--- src/rtl/core/rsch_pkg.sv ---
package rsch_pkg;

  localparam int FRAC_BITS_DEF = 16;
  localparam int WIDE_W        = 160;  // working width of the exact integer datapath
  localparam int MUL_W         = 72;   // serial multiplier operand, holds K and H signed
  localparam int REM_W         = 66;   // divider remainder, above the widest D.D
  localparam int CFG_IDX_W     = 4;

  localparam logic [31:0] ID_NONE  = '1;
  localparam logic [30:0] DIST_MAX = '1;

  typedef enum logic [CFG_IDX_W-1:0] {
    REG_ORIGIN_X    = 4'd0,
    REG_ORIGIN_Y    = 4'd1,
    REG_ORIGIN_Z    = 4'd2,
    REG_DIR_X       = 4'd3,
    REG_DIR_Y       = 4'd4,
    REG_DIR_Z       = 4'd5,
    REG_MAX_DIST    = 4'd6,
    REG_EXCLUDED_ID = 4'd7
  } cfg_reg_t;

  typedef struct packed {
    logic signed [31:0] center_x;
    logic signed [31:0] center_y;
    logic signed [31:0] center_z;
    logic signed [31:0] radius;
    logic [31:0]        entity_id;
    logic               last;
  } sphere_t;

  typedef struct packed {
    logic        hit;
    logic [31:0] hit_id;
    logic [30:0] hit_distance;
  } result_t;

  typedef struct packed {
    logic signed [31:0] origin_x;
    logic signed [31:0] origin_y;
    logic signed [31:0] origin_z;
    logic signed [31:0] dir_x;
    logic signed [31:0] dir_y;
    logic signed [31:0] dir_z;
    logic [30:0]        max_distance;
    logic [31:0]        excluded_id;
  } ray_cfg_t;

  // classified sphere handed from front to back
  typedef struct packed {
    logic               skip;
    logic               last;
    logic [31:0]        id;
    logic signed [32:0] oc_x;
    logic signed [32:0] oc_y;
    logic signed [32:0] oc_z;
    logic signed [31:0] radius;
  } job_t;

endpackage

--- src/rtl/core/rsch_front.sv ---
module rsch_front import rsch_pkg::*; #(
  parameter int FRAC_BITS = FRAC_BITS_DEF
) (
  input  logic     clk,
  input  logic     rst,
  input  ray_cfg_t cfg,
  input  logic     in_valid,
  output logic     in_ready,
  input  sphere_t  in_data,
  output logic     job_valid,
  input  logic     job_ready,
  output job_t     job
);

  localparam logic signed [31:0] RAD_HALF = 32'(1) << (FRAC_BITS - 1);

  job_t       q_mem [2];
  logic       wr_ptr;
  logic       rd_ptr;
  logic [1:0] count;
  job_t       entry;
  logic       push;
  logic       pop;

  always_comb begin
    entry.skip   = (cfg.excluded_id != ID_NONE) && (in_data.entity_id == cfg.excluded_id);
    entry.last   = in_data.last;
    entry.id     = in_data.entity_id;
    entry.oc_x   = 33'(cfg.origin_x) - 33'(in_data.center_x);
    entry.oc_y   = 33'(cfg.origin_y) - 33'(in_data.center_y);
    entry.oc_z   = 33'(cfg.origin_z) - 33'(in_data.center_z);
    entry.radius = (in_data.radius <= 0) ? RAD_HALF : in_data.radius;
  end

  assign in_ready  = (count != 2'd2);
  assign job_valid = (count != 2'd0);
  assign job       = q_mem[rd_ptr];
  assign push      = in_valid && in_ready;
  assign pop       = job_valid && job_ready;

  always_ff @(posedge clk) begin
    if (push) begin
      q_mem[wr_ptr] <= entry;
    end
    if (rst) begin
      wr_ptr <= 1'b0;
      rd_ptr <= 1'b0;
      count  <= 2'd0;
    end else begin
      if (push) wr_ptr <= ~wr_ptr;
      if (pop) rd_ptr <= ~rd_ptr;
      count <= count + 2'(push) - 2'(pop);
    end
  end

endmodule

--- config.mk ---
export PLATFORM = sky130hd
export DESIGN_NAME = rsch_front
export DESIGN_NICKNAME = d
export VERILOG_FILES = /design/src/rtl/core/rsch_pkg.sv /design/src/rtl/core/rsch_front.sv
export SDC_FILE = /design/constraint.sdc
export NUM_CORES = 1
export LEC_CHECK = 0
export BUFFER_PORTS_ARGS = -buffer_cell sky130_fd_sc_hd__buf_4
export CORE_ASPECT_RATIO = 1.25
export CORE_UTILIZATION = 35
export CTS_BUF_LIST = sky130_fd_sc_hd__clkbuf_16
export DETAILED_ROUTE_END_ITERATION = 8
export PLACE_DENSITY = 0.62
export SLEW_MARGIN = 20
export SYNTH_ARGS = -nofsm -noshare
export SYNTH_HDL_FRONTEND = slang
export SYNTH_SLANG_ARGS = --single-unit
export TNS_END_PERCENT = 50
--- constraint.sdc ---
create_clock -name clk -period 11.1 [get_ports clk]
set_input_delay 1.665 -clock clk [delete_from_list [all_inputs] [get_ports clk]]
set_output_delay 1.665 -clock clk [all_outputs]
set_load 0.05 [all_outputs]
# == Word-level counts from Yosys, hierarchy flattened ==
# Memories as Yosys holds them, arrays and structs flattened. A register that Yosys moved wholly into a read port is not among the register bits.
# Index checks and enable logic that the tools add are counted.
# word_totals
ff_bits,4
in_bits,420
latchBits,0
mem_count,1
mem_bits_rw,330
output_inout_bits,167
romBits,0
wordCells,24
# memory_table
memory,depth,word_bits,rd,rd_ports_with_merged_regs,wr,line,text
q_mem,2,165,1,1,1,rsch_front.sv:17,job_t q_mem [2];
# op_classes
n_bitwise,2
order_cmp,1
n_mul,0
n_reduce_logical,4
div_mod_pow,0
n_mux,5
addsub,5
shift,0
eq_ne,3
# ops
cell,n
32-bit by 32-bit subtractor with 33-bit output,3
32-bit == test,1
32-bit by 1-bit <= comparator with 1-bit output (second input constant),1
32-bit 2-to-1 mux,1
32-bit != test (second input constant),1
1-bit 2-to-1 mux,4
1-bit logical AND,3
2-bit by 1-bit adder with 2-bit output,1
2-bit != test (second input constant),1
1-bit inverter,2
2-bit nonzero test,1
2-bit by 1-bit subtractor with 2-bit output,1

# == Depth between registers and ports, before layout ==
# Gate-level depths: netlist (run 1).
# depth
word_depth,4
ltp_mapped,11
mapped_depth_nobuf,11

# == Worst setup path before layout (run 1) ==
# Ideal clock, no wire load.
# synth_path
path_type,input to register
start,input port in_valid
end,memory q_mem[0][0] (netlist bit) (enable)
setup_ps,693
arrival_time_ps,8629
required_ps,10407
stages,2
path_buffers,0
slack_ps,1778
path_cell_list,nand2_1 nor2_1
# synth_between
elab_chain_len,3
# synth_rtl
item,line,text
from (decl),rsch_front.sv:7,"input logic in_valid,"
1-bit logical AND,rsch_front.sv:38,assign push = in_valid && in_ready;
1-bit 2-to-1 mux,rsch_front.sv:42,if (push) begin
1-bit 2-to-1 mux (not written as such),rsch_front.sv:43,q_mem[wr_ptr] <= entry;
to (decl),rsch_front.sv:17,
# No other way between the ends.

==> results of run 1 <==
## routing by layer
metal	vias up	global-route usage	wire length, um
met4	0	0.0617	1420
met5	-	0	0
met1	6120	0.198	18700
li1	6318	-	-
met2	432	0.313	23800
met3	78	0.0615	4430
## Yosys cell counts, drive strengths merged (13+ instances only)
library cell	count	area share
a21o	48	0.020
nor4	19	0.0066
inv	123	0.026
xor2	71	0.034
a21oi	79	0.022
nand2	70	0.015
clkbuf	47	0.0097
and2	35	0.012
a31oi	15	0.0052
nor3	13	0.0036
xnor2	47	0.023
nand4	23	0.0079
mux2	165	0.10
nand3	19	0.0053
nor2	51	0.011
nor2b	13	0.0045
edfxtp	330	0.55
ha	98	0.068
o21a	15	0.0062
o21ai	52	0.014
## power by group through the flow
| stage | clock [uW] | sequential, uW | combinational (uW) |
|---|---|---|---|
| 2_1_floorplan | 0 | 1770 | 1450 |
| 3_3_place_gp | 0 | 1770 | 2080 |
| 3_5_place_dp | 0 | 1780 | 2090 |
| 4_1_cts | 1250 | 1750 | 2100 |
| 5_1_grt | 1300 | 1770 | 2200 |
| 6_report | 1210 | 1750 | 2080 |
## layout make-up
type | count | area, sq um | area share
multi-input combinational | 945 | 7470 | 0.318
clock inverter | 30 | 274 | 0.0117
inverter | 123 | 462 | 0.0197
tap | 658 | 823 | 0.0350
timing repair buffer | 467 | 3530 | 0.150
sequential | 335 | 10000 | 0.426
clock buffer | 37 | 926 | 0.0394
## metrics by stage
stage | cells | area [sq um]
after floorplan | 1450 | 18100
after global placement | 2527 | 22300
after detailed placement | 2527 | 22300
after CTS | 2594 | 23500
after global routing | 2595 | 23500
final | 2595 | 23500
## registers in the layout, summed over array words and instances (netlist names), named ones only
register and count:
count 2, wr_ptr 1, q_mem 330, rd_ptr 1
## final timing paths
path | from | to | cells past startpoint
min reg2reg | rd_ptr$_SDFFE_PP0P_ | rd_ptr$_SDFFE_PP0P_ | 2
max reg2reg | count[0]$_SDFF_PP0_ | q_mem[0][41]$_DFFE_PP_ | 4
max | flop | job[116] | 3
min | rd_ptr$_SDFFE_PP0P_ | rd_ptr$_SDFFE_PP0P_ | 2
## cells by family (layout without fill, tap and decap cells)
| family | after synthesis | after routing | synth area share |
|---|---|---|---|
| flip-flops | 335 | 335 | 0.553 |
| AO/OA/AOI/OAI | 280 | 280 | 0.102 |
| AND/OR/NAND/NOR | 277 | 277 | 0.0780 |
| buffers and inverters | 170 | 657 | 0.0353 |
| multiplexers | 167 | 167 | 0.104 |
| XOR/XNOR | 118 | 118 | 0.0571 |
| adder cells (fa/ha/maj) | 101 | 101 | 0.0711 |
| other | 1 | 2 | 0.000207 |
## cell usage in the layout, fill, tap and decap left out, types with 37 or more instances in the layout
cell and count:
nand2_1 70, nor2_1 50, o21ai_0 46, a21o_1 48
ha_1 98, inv_1 126, a21oi_1 78, edfxtp_1 330
mux2_2 165, xnor2_1 47, xor2_1 71, clkbuf_16 37
buf_4 466
## tightest hold or removal path, delay by kind of cell, from the launching register on
family                    cells  cell delay [ns]
xor gates and xnor gates      1             0.09
DFF                           1             0.32
and+or+nand+nor               1             0.08
==> run summary, run 1 <==
Status -> completed
1st-iter DRT viols -> 577
Total GRT Usage -> 0.178
Nets@finish -> 2430
CP bufs+invs -> 2
Worst-Margin Slew -> 1.06 ns
Clock skew -> 0.0165 ns
Synth cell types -> 64
Die Area -> 52600 sq um
Share of cells above drive strength 1 -> 0.361
Initial antenna violation count -> 0
Mapped Area -> 18100 sq um
Ant diodes -> 0
Clock transition at path regs -> 0.06 ns
Number of vias in the routed layout -> 12948
Hold buffers post-CTS -> 0
First drt pass iteration count -> 5
Most common cell on crit path -> buf_4
I/O pins -> 587
Sw frac -> 0.388
Tot Pwr -> 5040 uW
Highest clock rate -> 0.209 GHz
Largest net degree at the start of global routing -> 72
Fin Setup TNS -> 0 ns
TritonCTS clock tree -> built
Final Wtd Congestion -> 0.879
Height of the die -> 256 um
Number of synthesized flops with an enable pin -> 330
Period utilisation layout -> 0.432
TritonCTS Sinks -> 335
Worst hold margin -> 0.522 ns
Clock latency on the worst-skew pair -> 0.55 ns
CP Max Fanout -> 67
Post-layout min period -> 4.79 ns
CP delay by family, top -> buffers and inverters
# fillers -> 4706
Max_cap viols -> 0
Final hold violations -> 0
Detailed Route WL -> 48400 um
Post-DRT Antenna Nets -> 0
Post-synthesis async set-or-reset flop share -> 0
Mapped Cells -> 1449
Slew Limit Headroom -> 0.294
Row cnt -> 92
Pint -> 3080 uW
Gates resized, CTS repair -> 0
Crit start category -> flop
VDD IR max -> 0.189 mV
DRC Markers -> 0
Avg Inst Size Synth -> 12.5 sq um
Yosys warning total -> 0
Setup bufs post-CTS -> 0
Port bufs -> 459
Max H-tree Level -> 2
Fin util -> 0.463
Setup crit end kind -> output pin
Worst path max stage delay -> 0.97 ns
Clock power frac -> 0.240
Leading register cell type out of synthesis -> edfxtp_1
Combinational power share -> 0.413
CTS buffer count -> 37
Max-slew violation count -> 0
Critical Path RT -> 9.44 ns
Sequential area share after synthesis -> 0.553
Worst min-delay path class -> flop to flop
RSZ-0062 raised after global routing -> false
Sequential power share -> 0.347
Worst EP arrival -> 3.13 ns
CTS Buffer Depth -> 3
Final HPWL DP -> 36800 um
Setup WS pre-CTS -> 6.08 ns
Root Buffer -> clkbuf_16
Vias in the first global route -> 13387
CP max stage cell -> dfxtp_4
Crit-path cells -> buf_4 > mux2_2 > buf_4
P per Cell Area -> 214 nW/um^2
CORE AREA -> 50800 sq um
Initial core utilization -> 0.357
R2R setup slack -> 8.53 ns
Register bit total from synthesis -> 335
Global-route wire length before repair -> 72100 um
DR WL/cell -> 18.6 um
Vias/cell -> 4.99
Area Growth Syn to Fin -> 29.8%
CP Class -> flop to output pin
Die Span X -> 205 um
P_leak -> 0.00981 uW
Setup WS post-layout -> 6.31 ns
Switching Power -> 1950 uW
Setup violations, final -> 0
Gr ovfl total -> 0
No activity file was read; power rests on OpenSTA's default activity.
==> run 2, diff against run 1 <==
--- a/config.mk
+++ b/config.mk
@@ -5,12 +5,13 @@
 export SDC_FILE = /design/constraint.sdc
 export NUM_CORES = 1
 export LEC_CHECK = 0
+export ABC_AREA = 1
 export BUFFER_PORTS_ARGS = -buffer_cell sky130_fd_sc_hd__buf_4
 export CORE_ASPECT_RATIO = 1.25
 export CORE_UTILIZATION = 35
 export CTS_BUF_LIST = sky130_fd_sc_hd__clkbuf_16
 export DETAILED_ROUTE_END_ITERATION = 8
-export PLACE_DENSITY = 0.62
+export PLACE_DENSITY = 0.63
 export SLEW_MARGIN = 20
 export SYNTH_ARGS = -nofsm -noshare
 export SYNTH_HDL_FRONTEND = slang
==> constraint.sdc (replaced) <==
create_clock -name clk -period 3.95 [get_ports clk]
set_input_delay 0.5925 -clock clk [delete_from_list [all_inputs] [get_ports clk]]
set_output_delay 0.5925 -clock clk [all_outputs]
set_load 0.05 [all_outputs]
==> run 2 against run 1 <==
Core utilization decreased by 0.98 points; register-to-register slack got worse by 6.7 ns; clock-buffer cell count increased by 2; sequential share of layout area decreased by 4.7 points; flip-flop and latch count unchanged; via count increased by 29%; synthesized cell count increased by 64%; combinational power increased to 2.9 times the previous value; clock skew increased by 0.0033 ns; cell area increased by 12%; worst setup slack got worse by 5.2 ns; critical path type unchanged.
==> run summary, run 2 <==
Crit-path cells -> buf_12 > mux2_2 > buf_4
RSZ-0062 raised after global routing -> false
Setup violations, final -> 0 (unchanged)
Critical Path RT -> 3.36 ns (-6.08 ns)
CP Class -> flop to output pin
Most common cell in the netlist -> nand2_1
Die Span X -> 219 um (+6.8%)
Worst path max stage delay -> 0.56 ns (-0.41 ns)
Port bufs -> 459 (unchanged)
Highest-count cells in the layout ignoring fill and taps -> 766 x nand2_1, 525 x inv_1, 465 x buf_4
Sequential power share -> 0.332 (-0.015)
Vias/cell -> 4.56 (-8.6%)
Highest clock rate -> 0.354 GHz
Post-Layout Inst Area -> 26400 sq um (+12%)
Gates resized, CTS repair -> 0 (unchanged)
Largest reg by FF count -> q_mem
DR WL/cell -> 15.5 um (-17%)
Commonest non-fill, non-tap cell in the layout -> nand2_1
Synth Area in Compound Gates -> 0.0190 (-0.0826)
1st-iter DRT viols -> 708 (+23%)
First drt pass iteration count -> 5 (unchanged)
Crit start category -> flop
Fin util -> 0.453 (-0.00985)
Worst-Margin Slew -> 0.752 ns (-0.307 ns)
Initial core utilization -> 0.354 (-0.00235)
Post-synthesis adder-cell area fraction -> 0.0622 (-0.00882)
Combinational power share -> 0.417 (+0.004)
Mapped Cells -> 2379 (+64%)
Synth cell types -> 31 (-52%)
Setup bufs post-CTS -> 0 (unchanged)
Tot Pwr -> 14600 uW (+190%)
Row cnt -> 99 (+7.6%)
Largest net degree at the start of global routing -> 77 (+6.9%)
Global-route wire length before repair -> 85200 um (+18%)
Slew Limit Headroom -> 0.497 (+0.203)
Sw frac -> 0.394 (+0.00578)
P_leak -> 0.0132 uW (+35%)
Root Buffer -> clkbuf_16
Vias in the first global route -> 16516 (+23%)
DRC Markers -> 0 (unchanged)
CP Max Fanout -> 69 (+3.0%)
Post-synth top area cell -> edfxtp_1
Sequential area share after synthesis -> 0.484 (-0.0686)
Worst hold margin -> 0.235 ns (-0.288 ns)
VDD IR max -> 0.435 mV (+130%)
Area Growth Syn to Fin -> 27.9%
Worst EP arrival -> 2.23 ns (-0.90 ns)
Share of cells above drive strength 1 -> 0.251 (-0.110)
Max H-tree Level -> 2 (unchanged)
CTS Buffer Depth -> 3 (unchanged)
Switching Power -> 5740 uW (+190%)
CP max stage cell -> dfxtp_4
Number of synthesized flops with an enable pin -> 330 (unchanged)
Max-slew violation count -> 0 (unchanged)
CTS buffer count -> 39 (+5.4%)
Max reg flops -> 330 (unchanged)
Post-DRT Antenna Nets -> 0 (unchanged)
Post-Synth Simple-Gate Area -> 0.213 (+0.135)
Pint -> 8830 uW (+190%)
TritonCTS Sinks -> 335 (unchanged)
P per Cell Area -> 551 nW/um^2 (+160%)
Nets@finish -> 3388 (+39%)
Worst min-delay path class -> input pin to flop
Final HPWL DP -> 45000 um (+22%)
Final hold violations -> 0 (unchanged)
Clock latency on the worst-skew pair -> 0.56 ns (about the same)
Yosys warning total -> 0 (unchanged)
Setup crit end kind -> output pin
Max_cap viols -> 0 (unchanged)
Hold buffers post-CTS -> 0 (unchanged)
Number of vias in the routed layout -> 16674 (+29%)
Post-layout min period -> 2.83 ns
Period utilisation layout -> 0.715
Total GRT Usage -> 0.185 (+0.00702)
Synth Area in XOR/XNOR -> 0.0301 (-0.0270)
CORE AREA -> 58300 sq um (+15%)
Area share of the largest cell type after synthesis -> 0.480 (-0.0680)
Detailed Route WL -> 56700 um (+17%)
Post-synth top cells -> 766 x nand2_1, 519 x inv_1, 330 x edfxtp_1, 165 x mux2_2, 144 x nor2_1
Avg Inst Size Synth -> 8.69 sq um (-30%)
Gr ovfl total -> 0 (unchanged)
Clock transition at path regs -> 0.06 ns (about the same)
Mapped Area -> 20700 sq um (+14%)
Final Wtd Congestion -> 0.899 (+2.2%)
Height of the die -> 274 um (+6.8%)
Die Area -> 60000 sq um (+14%)
Status -> completed
Area of placed instances -> 25100 sq um (+13%)
Clock power frac -> 0.251 (+0.011)
Largest family of logic cells by synthesized area -> simple AND/OR/NAND/NOR gates
Post-synthesis async set-or-reset flop share -> 0 (unchanged)
I/O pins -> 587 (unchanged)
Leading register cell type out of synthesis -> edfxtp_1
Regs by FF count -> q_mem (330), count (2)
Register bit total from synthesis -> 335 (unchanged)
TritonCTS clock tree -> built
Synth area leaders -> edfxtp_1 48%, nand2_1 14%, inv_1 9.4%
Mux cell area share after synthesis -> 0.0899 (-0.0138)
Initial antenna violation count -> 2 (+2)
Clock skew -> 0.0198 ns (+0.00331 ns)
==> run 2: kinds of logic after synthesis <==
group | Yosys count
AO/OA/AOI/OAI | 75
XOR/XNOR | 71
adder cells (fa/ha/maj) | 101
buffers and inverters | 544
flip-flops | 335
multiplexers | 165
other | 1
AND/OR/NAND/NOR | 1087
==> run 2: cell type report <==
cell class | count | area [sq um]
antenna | 2 | 5.00
clock buffer | 39 | 976
clock inverter | 33 | 329
fill | 5806 | 31900
inverter | 519 | 1950
multi-input combinational | 1501 | 8600
sequential | 335 | 10000
tap | 757 | 947
timing repair buffer | 471 | 3610
==> run 2: metrics by stage <==
step | setup TNS [ns] | worst slack, ns | instances
5_1_grt | 0 | 0.996 | 3656
3_3_place_gp | 0 | 1.36 | 3583
2_1_floorplan | -584.82 | -1.78 | 2380
3_5_place_dp | 0 | 1.34 | 3583
6_report | 0 | 1.12 | 3657
4_1_cts | 0 | 1.05 | 3655
==> run 2: final timing paths <==
kind | start | end | slack (ns) | depth (start not counted)
worst max-delay path | flop | job[64] | 1.12 | 3
worst min-delay path | in_data[0] | q_mem[1][163]$_DFFE_PP_ | 0.23 | 1
worst max register to register | count[0]$_SDFF_PP0_ | q_mem[1][93]$_DFFE_PP_ | 1.85 | 5
worst min register to register | rd_ptr$_SDFFE_PP0P_ | flop | 0.48 | 2
==> run 2: layer usage <==
layer	track usage	share of wire
met5	0	0.00030
met3	0.0579	0.088
met4	0.0698	0.033
met1	0.202	0.38
met2	0.333	0.49
==> run 2: power groups by stage <==
stage	clock network (uW)	registers (uW)	logic, uW
after floorplan	0	4930	4190
after global placement	0	4890	6120
after detailed placement	0	4910	6120
after CTS	3780	4840	6150
after global routing	3890	4890	6490
final	3650	4830	6080
==> run 2: worst max-delay path: cells and delay by family, from the launching register on <==
family,cells,cell delay (ns)
muxes,1,0.43
DFF,1,0.56
buffers and inverters,2,0.59
